--- src/rtl/sss_pkg.sv ---
package sss_pkg;

    typedef enum logic [1:0] {
        CMD_INSERT = 2'd0,
        CMD_SORT   = 2'd1,
        CMD_SEARCH = 2'd2,
        CMD_DUMP   = 2'd3
    } t_cmd;

    typedef enum logic [1:0] {
        ST_OK        = 2'd0,
        ST_FULL      = 2'd1,
        ST_NOT_FOUND = 2'd2,
        ST_EMPTY     = 2'd3
    } t_status;

    typedef struct packed {
        logic [1:0]   cmd;
        logic [31:0]  operand_value;
    } t_in_item;

    typedef struct packed {
        logic [1:0]   status;
        logic [3:0]   position;
        logic [31:0]  entry_value;
        logic         last;
    } t_out_item;

    typedef enum logic [2:0] {
        BK_IDLE,
        BK_SORT_RD,
        BK_SORT_WR,
        BK_SRCH_RD,
        BK_SRCH_CMP,
        BK_DUMP_RD,
        BK_DUMP_EMIT,
        BK_EMIT
    } t_bk_state;

endpackage

--- src/rtl/sss_cmd_queue.sv ---
module sss_cmd_queue (
    input  logic                  i_clk,
    input  logic                  i_rst_n,
    input  logic                  i_push,
    input  sss_pkg::t_in_item     i_item,
    output logic                  o_full,
    input  logic                  i_pop,
    output logic                  o_empty,
    output sss_pkg::t_in_item     o_item
);

    sss_pkg::t_in_item r_mem [2];
    logic              r_wp;
    logic              r_rp;
    logic [1:0]        r_cnt;

    logic do_push;
    logic do_pop;

    assign o_full  = (r_cnt == 2'd2);
    assign o_empty = (r_cnt == 2'd0);
    assign o_item  = r_mem[r_rp];
    assign do_push = i_push && !o_full;
    assign do_pop  = i_pop && !o_empty;

    always_ff @(posedge i_clk) begin
        if (!i_rst_n) begin
            r_wp  <= 1'b0;
            r_rp  <= 1'b0;
            r_cnt <= 2'd0;
        end else begin
            if (do_push) begin
                r_wp <= ~r_wp;
            end
            if (do_pop) begin
                r_rp <= ~r_rp;
            end
            r_cnt <= r_cnt + {1'b0, do_push} - {1'b0, do_pop};
        end
    end

    always_ff @(posedge i_clk) begin
        if (do_push) begin
            r_mem[r_wp] <= i_item;
        end
    end

    a_no_overflow: assert property (@(posedge i_clk) disable iff (!i_rst_n)
        (r_cnt != 2'd3)) else $error("queue count out of range");
    a_pop_moves: assert property (@(posedge i_clk) disable iff (!i_rst_n)
        (do_pop && !do_push) |=> (r_cnt == $past(r_cnt) - 2'd1))
        else $error("pop did not decrement");
    a_push_moves: assert property (@(posedge i_clk) disable iff (!i_rst_n)
        (do_push && !do_pop) |=> (r_cnt == $past(r_cnt) + 2'd1))
        else $error("push did not increment");

endmodule

--- src/rtl/sss_engine.sv ---
module sss_engine #(
    parameter int DEPTH = 16
) (
    input  logic                  i_clk,
    input  logic                  i_rst_n,
    input  logic [4:0]            i_array_length,
    input  logic                  i_cmd_valid,
    input  sss_pkg::t_in_item     i_cmd,
    output logic                  o_cmd_take,
    input  logic                  i_out_busy,
    output logic                  o_out_valid,
    output sss_pkg::t_out_item    o_out
);

    localparam int AW = $clog2(DEPTH);
    localparam int CW = $clog2(DEPTH + 1);

    logic signed [31:0] r_mem [DEPTH];

    sss_pkg::t_bk_state r_state, n_state;
    logic [CW-1:0]      r_count;
    logic [AW-1:0]      r_j;
    logic [CW-1:0]      r_pass;
    logic signed [CW:0] r_lo, r_hi;
    logic [AW-1:0]      r_mid;
    logic signed [31:0] r_key;
    logic signed [31:0] r_a, r_b;
    sss_pkg::t_out_item r_res;

    // second write for the swap goes to j+1 the cycle after
    logic               r_swap2;
    logic [AW-1:0]      r_swap_a;
    logic signed [31:0] r_swap_d;

    logic [CW-1:0]      cap;
    logic               mem_we;
    logic [AW-1:0]      mem_wa;
    logic signed [31:0] mem_wd;
    logic [AW-1:0]      ra_a, ra_b;
    logic signed [CW:0] mid_next;
    logic signed [CW:0] lo_n, hi_n;

    always_comb begin
        if (32'(i_array_length) >= 32'(DEPTH)) begin
            cap = CW'(DEPTH);
        end else begin
            cap = CW'(i_array_length);
        end
    end

    assign o_out_valid = (r_state == sss_pkg::BK_EMIT) || (r_state == sss_pkg::BK_DUMP_EMIT);
    assign o_out       = r_res;
    assign o_cmd_take  = (r_state == sss_pkg::BK_IDLE) && i_cmd_valid;

    // read ports: registered reads; writes from insert, swap low half, swap high half
    always_ff @(posedge i_clk) begin
        r_a <= r_mem[ra_a];
        r_b <= r_mem[ra_b];
        if (mem_we) begin
            r_mem[mem_wa] <= mem_wd;
        end
        if (r_swap2) begin
            r_mem[r_swap_a] <= r_swap_d;
        end
    end

    always_comb begin
        ra_a = r_j;
        ra_b = r_j + AW'(1);
        if (r_state == sss_pkg::BK_SRCH_RD || r_state == sss_pkg::BK_SRCH_CMP) begin
            ra_a = r_mid;
        end
    end

    // search step values
    always_comb begin
        lo_n = r_lo;
        hi_n = r_hi;
        if (r_key > r_a) begin
            lo_n = (CW+1)'(r_mid) + (CW+1)'(1);
        end else begin
            hi_n = (CW+1)'(r_mid) - (CW+1)'(1);
        end
        mid_next = (lo_n + hi_n) >>> 1;
        if ((lo_n + hi_n) < 0) begin
            mid_next = '0; // truncation toward zero of -1/2
        end
    end

    always_comb begin
        n_state = r_state;
        mem_we  = 1'b0;
        mem_wa  = r_j;
        mem_wd  = r_b;
        case (r_state)
            sss_pkg::BK_IDLE: begin
                if (i_cmd_valid) begin
                    case (i_cmd.cmd)
                        sss_pkg::CMD_INSERT: begin
                            n_state = sss_pkg::BK_EMIT;
                            if (r_count < cap) begin
                                mem_we = 1'b1;
                                mem_wa = r_count[AW-1:0];
                                mem_wd = i_cmd.operand_value;
                            end
                        end
                        sss_pkg::CMD_SORT: begin
                            n_state = (r_count < CW'(2)) ? sss_pkg::BK_EMIT
                                                         : sss_pkg::BK_SORT_RD;
                        end
                        sss_pkg::CMD_SEARCH: begin
                            n_state = (r_count == '0) ? sss_pkg::BK_EMIT
                                                      : sss_pkg::BK_SRCH_RD;
                        end
                        default: begin
                            n_state = (r_count == '0) ? sss_pkg::BK_EMIT
                                                      : sss_pkg::BK_DUMP_RD;
                        end
                    endcase
                end
            end
            sss_pkg::BK_SORT_RD: begin
                if (!r_swap2) begin
                    n_state = sss_pkg::BK_SORT_WR;
                end
            end
            sss_pkg::BK_SORT_WR: begin
                if (r_a > r_b) begin
                    mem_we = 1'b1;
                end
                n_state = sss_pkg::BK_SORT_RD;
                if (CW'(r_j) + CW'(2) >= r_count && r_pass + CW'(1) >= r_count) begin
                    n_state = sss_pkg::BK_EMIT;
                end
            end
            sss_pkg::BK_SRCH_RD: begin
                n_state = sss_pkg::BK_SRCH_CMP;
            end
            sss_pkg::BK_SRCH_CMP: begin
                if (r_a == r_key || r_lo > r_hi) begin
                    n_state = sss_pkg::BK_EMIT;
                end else if (mid_next < 0 || mid_next >= (CW+1)'(r_count)) begin
                    n_state = sss_pkg::BK_EMIT;
                end else begin
                    n_state = sss_pkg::BK_SRCH_RD;
                end
            end
            sss_pkg::BK_DUMP_RD: begin
                n_state = sss_pkg::BK_DUMP_EMIT;
            end
            sss_pkg::BK_DUMP_EMIT: begin
                if (!i_out_busy) begin
                    n_state = r_res.last ? sss_pkg::BK_IDLE : sss_pkg::BK_DUMP_RD;
                end
            end
            default: begin
                if (!i_out_busy) begin
                    n_state = sss_pkg::BK_IDLE;
                end
            end
        endcase
    end

    always_ff @(posedge i_clk) begin
        if (!i_rst_n) begin
            r_state <= sss_pkg::BK_IDLE;
            r_count <= '0;
            r_swap2 <= 1'b0;
        end else begin
            r_state <= n_state;
            r_swap2 <= 1'b0;
            case (r_state)
                sss_pkg::BK_IDLE: begin
                    if (i_cmd_valid) begin
                        r_res.position    <= '0;
                        r_res.entry_value <= '0;
                        r_res.last        <= 1'b1;
                        r_key <= i_cmd.operand_value;
                        r_j <= '0;
                        r_pass <= CW'(1);
                        case (i_cmd.cmd)
                            sss_pkg::CMD_INSERT: begin
                                if (r_count < cap) begin
                                    r_count <= r_count + CW'(1);
                                    r_res.status <= sss_pkg::ST_OK;
                                end else begin
                                    r_res.status <= sss_pkg::ST_FULL;
                                end
                            end
                            sss_pkg::CMD_SORT: begin
                                r_res.status <= sss_pkg::ST_OK;
                            end
                            sss_pkg::CMD_SEARCH: begin
                                if (r_count == '0) begin
                                    r_res.status <= sss_pkg::ST_NOT_FOUND;
                                end else begin
                                    r_res.status <= sss_pkg::ST_OK;
                                    r_lo  <= '0;
                                    r_hi  <= (CW+1)'(r_count) - (CW+1)'(1);
                                    r_mid <= AW'((r_count - CW'(1)) >> 1);
                                end
                            end
                            default: begin
                                if (r_count == '0) begin
                                    r_res.status <= sss_pkg::ST_EMPTY;
                                end else begin
                                    r_res.status <= sss_pkg::ST_OK;
                                end
                            end
                        endcase
                    end
                end
                sss_pkg::BK_SORT_WR: begin
                    r_swap2  <= r_a > r_b;
                    r_swap_a <= r_j + AW'(1);
                    r_swap_d <= r_a;
                    if (CW'(r_j) + CW'(2) >= r_count) begin
                        r_j <= '0;
                        r_pass <= r_pass + CW'(1);
                    end else begin
                        r_j <= r_j + AW'(1);
                    end
                end
                sss_pkg::BK_SRCH_CMP: begin
                    if (r_a == r_key || r_lo > r_hi) begin
                        if (r_lo <= r_hi) begin
                            r_res.position <= 4'(r_mid);
                        end else begin
                            r_res.status <= sss_pkg::ST_NOT_FOUND;
                        end
                    end else begin
                        r_lo <= lo_n;
                        r_hi <= hi_n;
                        if (mid_next < 0 || mid_next >= (CW+1)'(r_count)) begin
                            r_res.status <= sss_pkg::ST_NOT_FOUND;
                        end else begin
                            r_mid <= AW'(mid_next);
                        end
                    end
                end
                sss_pkg::BK_DUMP_RD: begin
                    r_res.status      <= sss_pkg::ST_OK;
                    r_res.position    <= 4'(r_j);
                    r_res.entry_value <= r_mem[r_j];
                    r_res.last        <= (CW'(r_j) + CW'(1) == r_count);
                end
                sss_pkg::BK_DUMP_EMIT: begin
                    if (!i_out_busy && !r_res.last) begin
                        r_j <= r_j + AW'(1);
                    end
                end
                default: begin
                end
            endcase
        end
    end

    a_count_cap: assert property (@(posedge i_clk) disable iff (!i_rst_n)
        r_count <= CW'(DEPTH)) else $error("entry count beyond depth");
    a_take_idle: assert property (@(posedge i_clk) disable iff (!i_rst_n)
        o_cmd_take |=> (r_state != sss_pkg::BK_IDLE)) else $error("command lost");
    a_res_last: assert property (@(posedge i_clk) disable iff (!i_rst_n)
        (r_state == sss_pkg::BK_EMIT) |-> r_res.last) else $error("single result not last");

endmodule

--- src/rtl/sss_out_queue.sv ---
module sss_out_queue (
    input  logic                  i_clk,
    input  logic                  i_rst_n,
    input  logic                  i_push,
    input  sss_pkg::t_out_item    i_item,
    output logic                  o_full,
    input  logic                  i_pop,
    output logic                  o_empty,
    output sss_pkg::t_out_item    o_item
);

    sss_pkg::t_out_item r_mem [2];
    logic               r_wp;
    logic               r_rp;
    logic [1:0]         r_cnt;

    logic do_push;
    logic do_pop;

    assign o_full  = (r_cnt == 2'd2);
    assign o_empty = (r_cnt == 2'd0);
    assign o_item  = r_mem[r_rp];
    assign do_push = i_push && !o_full;
    assign do_pop  = i_pop && !o_empty;

    always_ff @(posedge i_clk) begin
        if (!i_rst_n) begin
            r_wp  <= 1'b0;
            r_rp  <= 1'b0;
            r_cnt <= 2'd0;
        end else begin
            if (do_push) begin
                r_wp <= ~r_wp;
            end
            if (do_pop) begin
                r_rp <= ~r_rp;
            end
            r_cnt <= r_cnt + {1'b0, do_push} - {1'b0, do_pop};
        end
    end

    always_ff @(posedge i_clk) begin
        if (do_push) begin
            r_mem[r_wp] <= i_item;
        end
    end

    a_cnt_range: assert property (@(posedge i_clk) disable iff (!i_rst_n)
        r_cnt != 2'd3) else $error("result queue count out of range");
    a_pop_moves: assert property (@(posedge i_clk) disable iff (!i_rst_n)
        (do_pop && !do_push) |=> (r_cnt == $past(r_cnt) - 2'd1))
        else $error("pop did not decrement");
    a_push_moves: assert property (@(posedge i_clk) disable iff (!i_rst_n)
        (do_push && !do_pop) |=> (r_cnt == $past(r_cnt) + 2'd1))
        else $error("push did not increment");

endmodule

--- src/rtl/sort_and_search_store.sv ---
// Sort runs (n-1)^2 compare-swap steps over the n stored entries, a swap adding a write of the
// upper entry; search probes by binary search; dump emits the entries in order, each held until
// the result queue has room. One command in the engine at a time; two-entry command and result
// queues decouple the ports. Synchronous active-low reset empties both queues, clears the entry
// count and sets array_length to 16; store is not cleared.
module sort_and_search_store #(
    parameter int DEPTH = 16
) (
    input  logic                  i_clk,
    input  logic                  i_rst_n,
    input  logic                  push,
    output logic                  full,
    input  sss_pkg::t_in_item     i_item,
    output logic                  empty,
    input  logic                  pop,
    output sss_pkg::t_out_item    o_item,
    input  logic                  i_cfg_we,
    input  logic [4:0]            i_cfg_data
);

    logic [4:0]          r_array_length;
    logic                cmd_empty;
    logic                cmd_take;
    sss_pkg::t_in_item   cmd_item;
    logic                res_full;
    logic                res_valid;
    sss_pkg::t_out_item  res_item;

    // hold the configured length; reset to full depth of the spec
    always_ff @(posedge i_clk) begin
        if (!i_rst_n) begin
            r_array_length <= 5'd16;
        end else if (i_cfg_we) begin
            r_array_length <= i_cfg_data;
        end
    end

    // front: accept and buffer command transactions
    sss_cmd_queue u_cmdq (
        .i_clk   (i_clk),
        .i_rst_n (i_rst_n),
        .i_push  (push),
        .i_item  (i_item),
        .o_full  (full),
        .i_pop   (cmd_take),
        .o_empty (cmd_empty),
        .o_item  (cmd_item)
    );

    // back: execute one command at a time against the store
    sss_engine #(.DEPTH(DEPTH)) u_engine (
        .i_clk          (i_clk),
        .i_rst_n        (i_rst_n),
        .i_array_length (r_array_length),
        .i_cmd_valid    (!cmd_empty),
        .i_cmd          (cmd_item),
        .o_cmd_take     (cmd_take),
        .i_out_busy     (res_full),
        .o_out_valid    (res_valid),
        .o_out          (res_item)
    );

    // result queue: hold finished transactions until popped
    sss_out_queue u_resq (
        .i_clk   (i_clk),
        .i_rst_n (i_rst_n),
        .i_push  (res_valid),
        .i_item  (res_item),
        .o_full  (res_full),
        .i_pop   (pop),
        .o_empty (empty),
        .o_item  (o_item)
    );

endmodule
--- config.mk ---
export PLATFORM = sky130hd
export DESIGN_NAME = sort_and_search_store
export DESIGN_NICKNAME = d
export VERILOG_FILES = /design/src/rtl/sss_pkg.sv /design/src/rtl/sss_cmd_queue.sv /design/src/rtl/sss_engine.sv /design/src/rtl/sss_out_queue.sv /design/src/rtl/sort_and_search_store.sv
export SDC_FILE = /design/constraint.sdc
export NUM_CORES = 2
export LEC_CHECK = 0
export CORE_MARGIN = 4
export CORE_UTILIZATION = 40
export DETAILED_ROUTE_END_ITERATION = 12
export DONT_BUFFER_PORTS = 1
export GPL_ROUTABILITY_DRIVEN = 0
export PLACE_DENSITY = 0.58
export SYNTH_ARGS = -nofsm -noshare
export SYNTH_HDL_FRONTEND = slang
export SYNTH_HIERARCHICAL = 1
export SYNTH_SLANG_ARGS = --single-unit
--- constraint.sdc ---
create_clock -name i_clk -period 8.8 [get_ports i_clk]
set_input_delay 1.76 -clock i_clk [delete_from_list [all_inputs] [get_ports i_clk]]
set_output_delay 1.76 -clock i_clk [all_outputs]
set_load 0.02 [all_outputs]
# After elaboration in Yosys (flattened, before gate mapping)
# Memory sizes are Yosys's and may differ from the RTL's. A register that Yosys moved wholly into a read port is not among the register bits.
# Index checks and enable logic that the tools add are counted.
dict set report classes {
  n_addsub 15
  n_mul 0
  n_div 0
  order_cmp 12
  n_eq_ne 27
  shift 0
  muxes 79
  n_bitwise 5
  reduce_logical 37
}
# cell n
set ops {}
lappend ops {{$mux 32} 4}
lappend ops {{$mux 6} 11}
lappend ops {{$pmux 33 s2} 1}
lappend ops {{$gt 32x32->1} 2}
lappend ops {{$mux 4} 16}
lappend ops {{$mux 39} 1}
lappend ops {{$eq 32x32->1} 1}
lappend ops {{$lt 32x1->1 const B} 1}
lappend ops {{$mux 3} 10}
lappend ops {{$pmux 6 s2} 2}
lappend ops {{$pmux 3 s7} 1}
lappend ops {{$ne 2x2->1 const B} 10}
lappend ops {{$pmux 6 s3} 1}
lappend ops {{$mux 1} 17}
lappend ops {{$reduce_and 4->1} 4}
lappend ops {{$mux 5} 3}
lappend ops {{$eq 3x3->1 const B} 4}
lappend ops {{$mux 2} 6}
lappend ops {{$pmux 4 s3} 1}
lappend ops {{$add 4x1->5 const B} 2}
lappend ops {{$add 5x1->5 const B} 2}
lappend ops {{$ge 5x5->1} 2}
lappend ops {{$pmux 5 s2} 1}
lappend ops {{$reduce_and 5->1} 2}
lappend ops {{other kinds (41)} 70}
dict set report word_totals {
  register_bits 154
  latchBits 0
  mem_bits_rw 658
  romBits 0
  inputBits 44
  wordCells 200
  n_memories 3
}
# memory words word_bits rd rd_clocked_by_memory_dff wr line_no
set memory_table {}
lappend memory_table {u_engine.r_mem 16 32 3 3 2 sss_engine.sv:18} ;# logic signed [31:0] r_mem [DEPTH];
lappend memory_table {u_resq.r_mem 2 39 1 1 1 sss_out_queue.sv:12} ;# sss_pkg::t_out_item r_mem [2];
lappend memory_table {u_cmdq.r_mem 2 34 1 1 1 sss_cmd_queue.sv:12} ;# sss_pkg::t_in_item r_mem [2];

# Logic depth before layout (Yosys ltp)
dict set report depth {
  word_depth 10
  mapped_depth 26
}

# By module
# Netlist, hierarchy kept.
# module instances cells_each area_each_um2 seq_area_each_um2
set modules_own_cells {}
lappend modules_own_cells {sss_engine 1 3961 43807.0 20880.0}
lappend modules_own_cells {sss_out_queue 1 148 3094.2 2442.3}
lappend modules_own_cells {sss_cmd_queue 1 133 2842.7 2142.1}
lappend modules_own_cells {sort_and_search_store 1 17 193.9 100.1}

# Least setup slack after synthesis
# OpenSTA, ideal clock, no wires.
dict set report synth_path {
  path_kind {flip-flop to flip-flop}
  startpoint {register u_engine.r_a[31], read port of u_engine.r_mem}
  endpoint {register u_engine.r_mid[0], enable pin}
  setup_ns 0.308
  arrival_ns 5.241
  slack_ns 3.251
  stages_incl_launch_ff 27
  n_path_buf 2
  synth_period_minus_slack_ns 5.549
  cell_sequence {dfxtp_1 -> inv_1 -> ha_1 -> nand4_4 -> nor4_4 -> or2b_1 -> o41ai_2 -> mux2_2 -> nor2_4 -> buf_6 -> clkbuf_1 -> mux2i_1 -> fa_1 -> inv_1 -> maj3_1 -> mux2_2 -> o21bai_1 -> a31o_1 -> or2_1 -> ha_1 -> nand2b_1 -> a21o_1 -> a21o_1 -> a21oi_1 -> o32a_1 -> and4_4 -> o21a_1}
}
dict set report synth_via {
  elab_chain_len 9
  word_cells_on_any_way 15
  classes_between {add/sub (2); order compare (4); eq/ne (3); mux (3); reduce/logical (3)}
}
# item line_no
set synth_rtl {}
lappend synth_rtl {{start: declaration} sss_engine.sv:27} ;# logic signed [31:0] r_a, r_b;
lappend synth_rtl {{$gt 32x32->1} sss_engine.sv:79} ;# if (r_key > r_a) begin
lappend synth_rtl {{$mux 6} sss_engine.sv:79}
lappend synth_rtl {{$add 6x6->7} sss_engine.sv:85} ;# if ((lo_n + hi_n) < 0) begin
lappend synth_rtl {{$lt 32x1->1} sss_engine.sv:85}
lappend synth_rtl {{$mux 6} sss_engine.sv:85}
lappend synth_rtl {{$lt 6x1->1 or $ge 6x5->1 (tied branches)} sss_engine.sv:234} ;# if (mid_next < 0 || mid_next >= (CW+1)'(r_count)) begin
lappend synth_rtl {{$logic_or 1x1->1} sss_engine.sv:234}
lappend synth_rtl {{$ne 2x2->1 (no line)} -}
lappend synth_rtl {{$reduce_and 7->1 (no line) *} -}
lappend synth_rtl {{end signal: assignment} sss_engine.sv:200} ;# r_mid <= AW'((r_count - CW'(1)) >> 1);
lappend synth_rtl {{end signal: assignment} sss_engine.sv:237} ;# r_mid <= AW'(mid_next);
lappend synth_rtl {{end: declaration} sss_engine.sv:25} ;# logic [AW-1:0] r_mid;
# Mark *: on every way between the ends. The rest lies on a longest branch, timed or not.
# A chain may end at the register's enable or synchronous reset.

# Worst setup path after layout
dict set report layout_path {
  startpoint {register u_engine.r_a[11], read port of u_engine.r_mem}
  endpoint {register u_engine.r_mid[1], enable pin}
}
# The elaborated chain is that of the path after synthesis.

==> flow_metrics.py <==
metrics = {
    "status": {
        "status": "finished, final reports clean",
    },
    "timing": {
        "rsz0062_at_grt": "false",
        "setup_viol": 0,
        "clock_skew_ns": 0.0444,
        "fmax_mhz": 159,
        "period_needed_ns": 6.29,
        "tightest_slew_ns": 1.19,
        "finalWorstSetupSlack_ns": 2.51,
        "setup_tns_ns": 0,
        "slew_headroom_pct": 20.8,
        "slew_viol_final": 0,
        "period_share_pct": 71.5,
        "finalHoldViolations": 0,
        "hold_slack_ns": 0.442,
    },
    "synth": {
        "synth_simple_gate_area_share_pct": 9.41,
        "ys_types": 74,
        "netlist_area_mm2": 0.0499,
        "synth_top_family_by_area": "multiplexers",
        "ys.flop_type": "edfxtp_1",
        "synth-seq-cells": 882,
        "synth_compound_area_share_pct": 10.7,
        "ys_seq_area_share_pct": 51.2,
        "syn_avg_cell_area_um2": 11.7,
        "yosysTopAreaCell": "edfxtp_1",
        "synth_fa_ha_area_share_pct": 2.66,
        "synthMuxAreaShare_pct": 21.5,
        "synth_xor_area_share_pct": 0.474,
        "synth_top_area_share_pct": 47.5,
        "synth_edf_count": 790,
        "async_flop_share_pct": 0,
        "yosys_warnings": 6,
        "syn_nets": 4407,
        "synthCells": 4259,
        "ys_top_cells_by_area": "edfxtp_1 (48%), mux4_2 (13%), a21oi_1 (6.2%)",
    },
    "worst_setup_path": {
        "critPathArrivalTime_ns": 6.68,
        "cpPeakStageDelay_ns": 0.55,
        "crit_chain": "inv_1 -> ha_1 -> nand4_1 -> nor3_1 -> a21boi_1 -> o41ai_2 -> mux2_2 -> nor2_4 -> mux2i_1 -> fa_1 -> inv_1 -> maj3_1 -> mux2_2 -> o21bai_1 -> a31o_1 -> or2_1 -> ha_1 -> nand2b_1 -> a21o_1 -> a21o_1 -> a21oi_1 -> o32a_1 -> and4_4 -> o21a_1",
        "cp_data_required_time_ns": 9.19,
        "critPathKind": "reg2reg",
        "worstPathMaxFanout": 21,
        "worstSetupStartpointType": "flip-flop",
        "end_kind": "flip-flop",
        "cp_slowest_cell": "nor3_1",
    },
    "power": {
        "p_leak_uw": 0.0192,
        "cellPowerDensity_mw_per_mm2": 344,
        "power.total_uw": 18800,
        "ir_drop_v": 0.000354,
    },
    "grt": {
        "grt_util_all_layers_pct": 24.5,
        "grt_util_met1_pct": 33.1,
        "met2_usage_pct": 38.8,
        "overflow": 0,
        "grt_max_degree": 132,
        "grt_pass1_wl_um": 235000,
        "grt_pass1_vias": 33300,
        "antenna_found_initial": 5,
        "grt_use_met3_pct": 4.45,
        "grt-busiest-layer": "met2",
    },
    "die": {
        "die_w_um": 361,
        "ios": 85,
        "rows": 129,
        "die_h_um": 361,
        "start_util_pct": 40.3,
        "core_area_mm2": 0.124,
        "die_area_mm2": 0.131,
    },
    "clock_network": {
        "clk_path_buf_depth": 3,
        "cts_tree": "built",
        "cts_made_buffers": 97,
        "cts_hold_buf": 0,
        "ctsResizeCount": 0,
        "clkLatencyLatePin_ns": 0.71,
        "clock-root-buffer": "clkbuf_16",
        "clk_pin_slew_ns": 0.06,
        "cts.sinks": 882,
        "postCtsSetupBuffers": 0,
        "h-tree-depth": 3,
    },
    "detailed_routing": {
        "drtPass1Iterations": 6,
        "drc": 0,
        "wirelength_um": 164000,
        "viasPerCell": 6.13,
        "drt_iter0_markers": 4370,
        "via_count": 35400,
        "ant_nets": 0,
        "wl_per_cell_um": 28.4,
    },
    "layout": {
        "nets": 4191,
        "syn2layout_area_growth_pct": 9.35,
        "drive_gt1_share_pct": 19.1,
    },
    "place": {
        "port_buffers": 0,
        "pre_cts_slack_ns": 2.57,
        "hpwl_um": 90800,
    },
    "worst_hold_path": {
        "worst_hold_path_type": "reg2reg",
    },
    "run": {
        "drv_cap": 0,
    },
}
## worst max-delay path: cells and delay by family, from the launching register on
family                     cells  cell delay (ns)
DFF                            1             0.37
muxes                          3             1.05
AOI/OAI and AO/OA              9             1.61
buffers and inverters          2             0.14
and+or+nand+nor                6             1.68
adders and majority gates      4             1.09
## layout by cell type (no fill, tap or decap), types with 31 or more instances in the layout
cell type	n
mux2i_1	179
nor2b_1	57
nor2_1	628
a31oi_1	34
ha_1	102
and3_1	43
o21ai_0	87
inv_1	98
nand2_1	263
a211oi_1	101
a21oi_1	619
mux2_4	40
edfxtp_1	790
clkbuf_16	98
buf_4	90
clkbuf_1	31
dfxtp_1	86
mux2_2	163
mux4_2	288
## sequential cells by signal, indices dropped and copies added, names as in the netlist, 2 cells and up, named ones only
name,cells
r_array_length,5
u_cmdq/r_cnt,2
u_cmdq/r_mem,68
u_engine/o_out,39
u_engine/r_a,32
u_engine/r_b,32
u_engine/r_count,5
u_engine/r_hi,6
u_engine/r_j,4
u_engine/r_key,32
u_engine/r_lo,6
u_engine/r_mem,512
u_engine/r_mid,4
u_engine/r_pass,5
u_engine/r_state,3
u_engine/r_swap_a,4
u_engine/r_swap_d,32
u_resq/r_cnt,2
u_resq/r_mem,78
## layout make-up
class                      count  area [µm²]
clock buffer                 140        2720
inverter                     105         394
multi-input combinational   2861       22600
sequential                   882       25600
timing repair buffer          96         796
fill                       11200       69200
tap                         1637        2050
clock inverter                43         427
antenna                        2        5.00
## synthesized netlist by cell type, types with 17 or more instances
cell type	n
a211oi_1	101
ha_1	103
a21o_1	17
clkbuf_1	303
nand3_1	22
a31oi_1	35
nand2b_1	18
and3_1	45
nand2_1	276
dfxtp_1	92
mux2i_1	179
buf_1	71
o211ai_1	17
inv_1	100
nor2b_1	57
buf_2	27
nor2_1	633
edfxtp_1	790
mux2_2	163
mux2_4	40
mux4_2	288
a21oi_1	619
o21ai_0	87
nor3_1	17
## where the power goes
part	total (µW)	internal, µW	switching [µW]	leakage [µW]
sequential	6170	5650	524	0.00792
clock	4050	2310	1740	0.00155
combinational	8550	3470	5080	0.00970
## path summary, 6_finish.rpt
path / cells after the start / slack (ns) / startpoint / to
hold / removal: 0 / 0.44 / u_engine/o_out[30] / u_resq/r_mem[1][30]
setup reg to reg: 24 / 2.51 / u_engine/r_a[11] / u_engine/r_mid[1]
hold reg to reg: 0 / 0.44 / u_engine/o_out[30] / u_resq/r_mem[1][30]
setup / recovery: 24 / 2.51 / u_engine/r_a[11] / u_engine/r_mid[1]
## through the flow
step / util, % / area [µm²] / std cells
after detailed placement: 41.6 / 51500 / 5581
final: 44.1 / 54600 / 5766
after floorplan: - / 49900 / 4259
after CTS: 44.1 / 54600 / 5764
after global placement: 41.6 / 51500 / 5581
after global routing: 44.1 / 54600 / 5764
## cells by family after synthesis
| kind of cell | count (synthesis) |
|---|---|
| AND/OR/NAND/NOR | 1114 |
| XOR/XNOR | 27 |
| multiplexers | 670 |
| adder cells (fa/ha/maj) | 106 |
| AO/OA/AOI/OAI | 944 |
| flip-flops | 882 |
| buffers and inverters | 516 |
## layer usage
metal | up-vias | routed length (µm)
li1 | 15500 | -
met4 | 0 | 7680
met3 | 351 | 16600
met2 | 2031 | 75000
met5 | - | 0
met1 | 17500 | 64400
(Power assumes the default switching activity.)
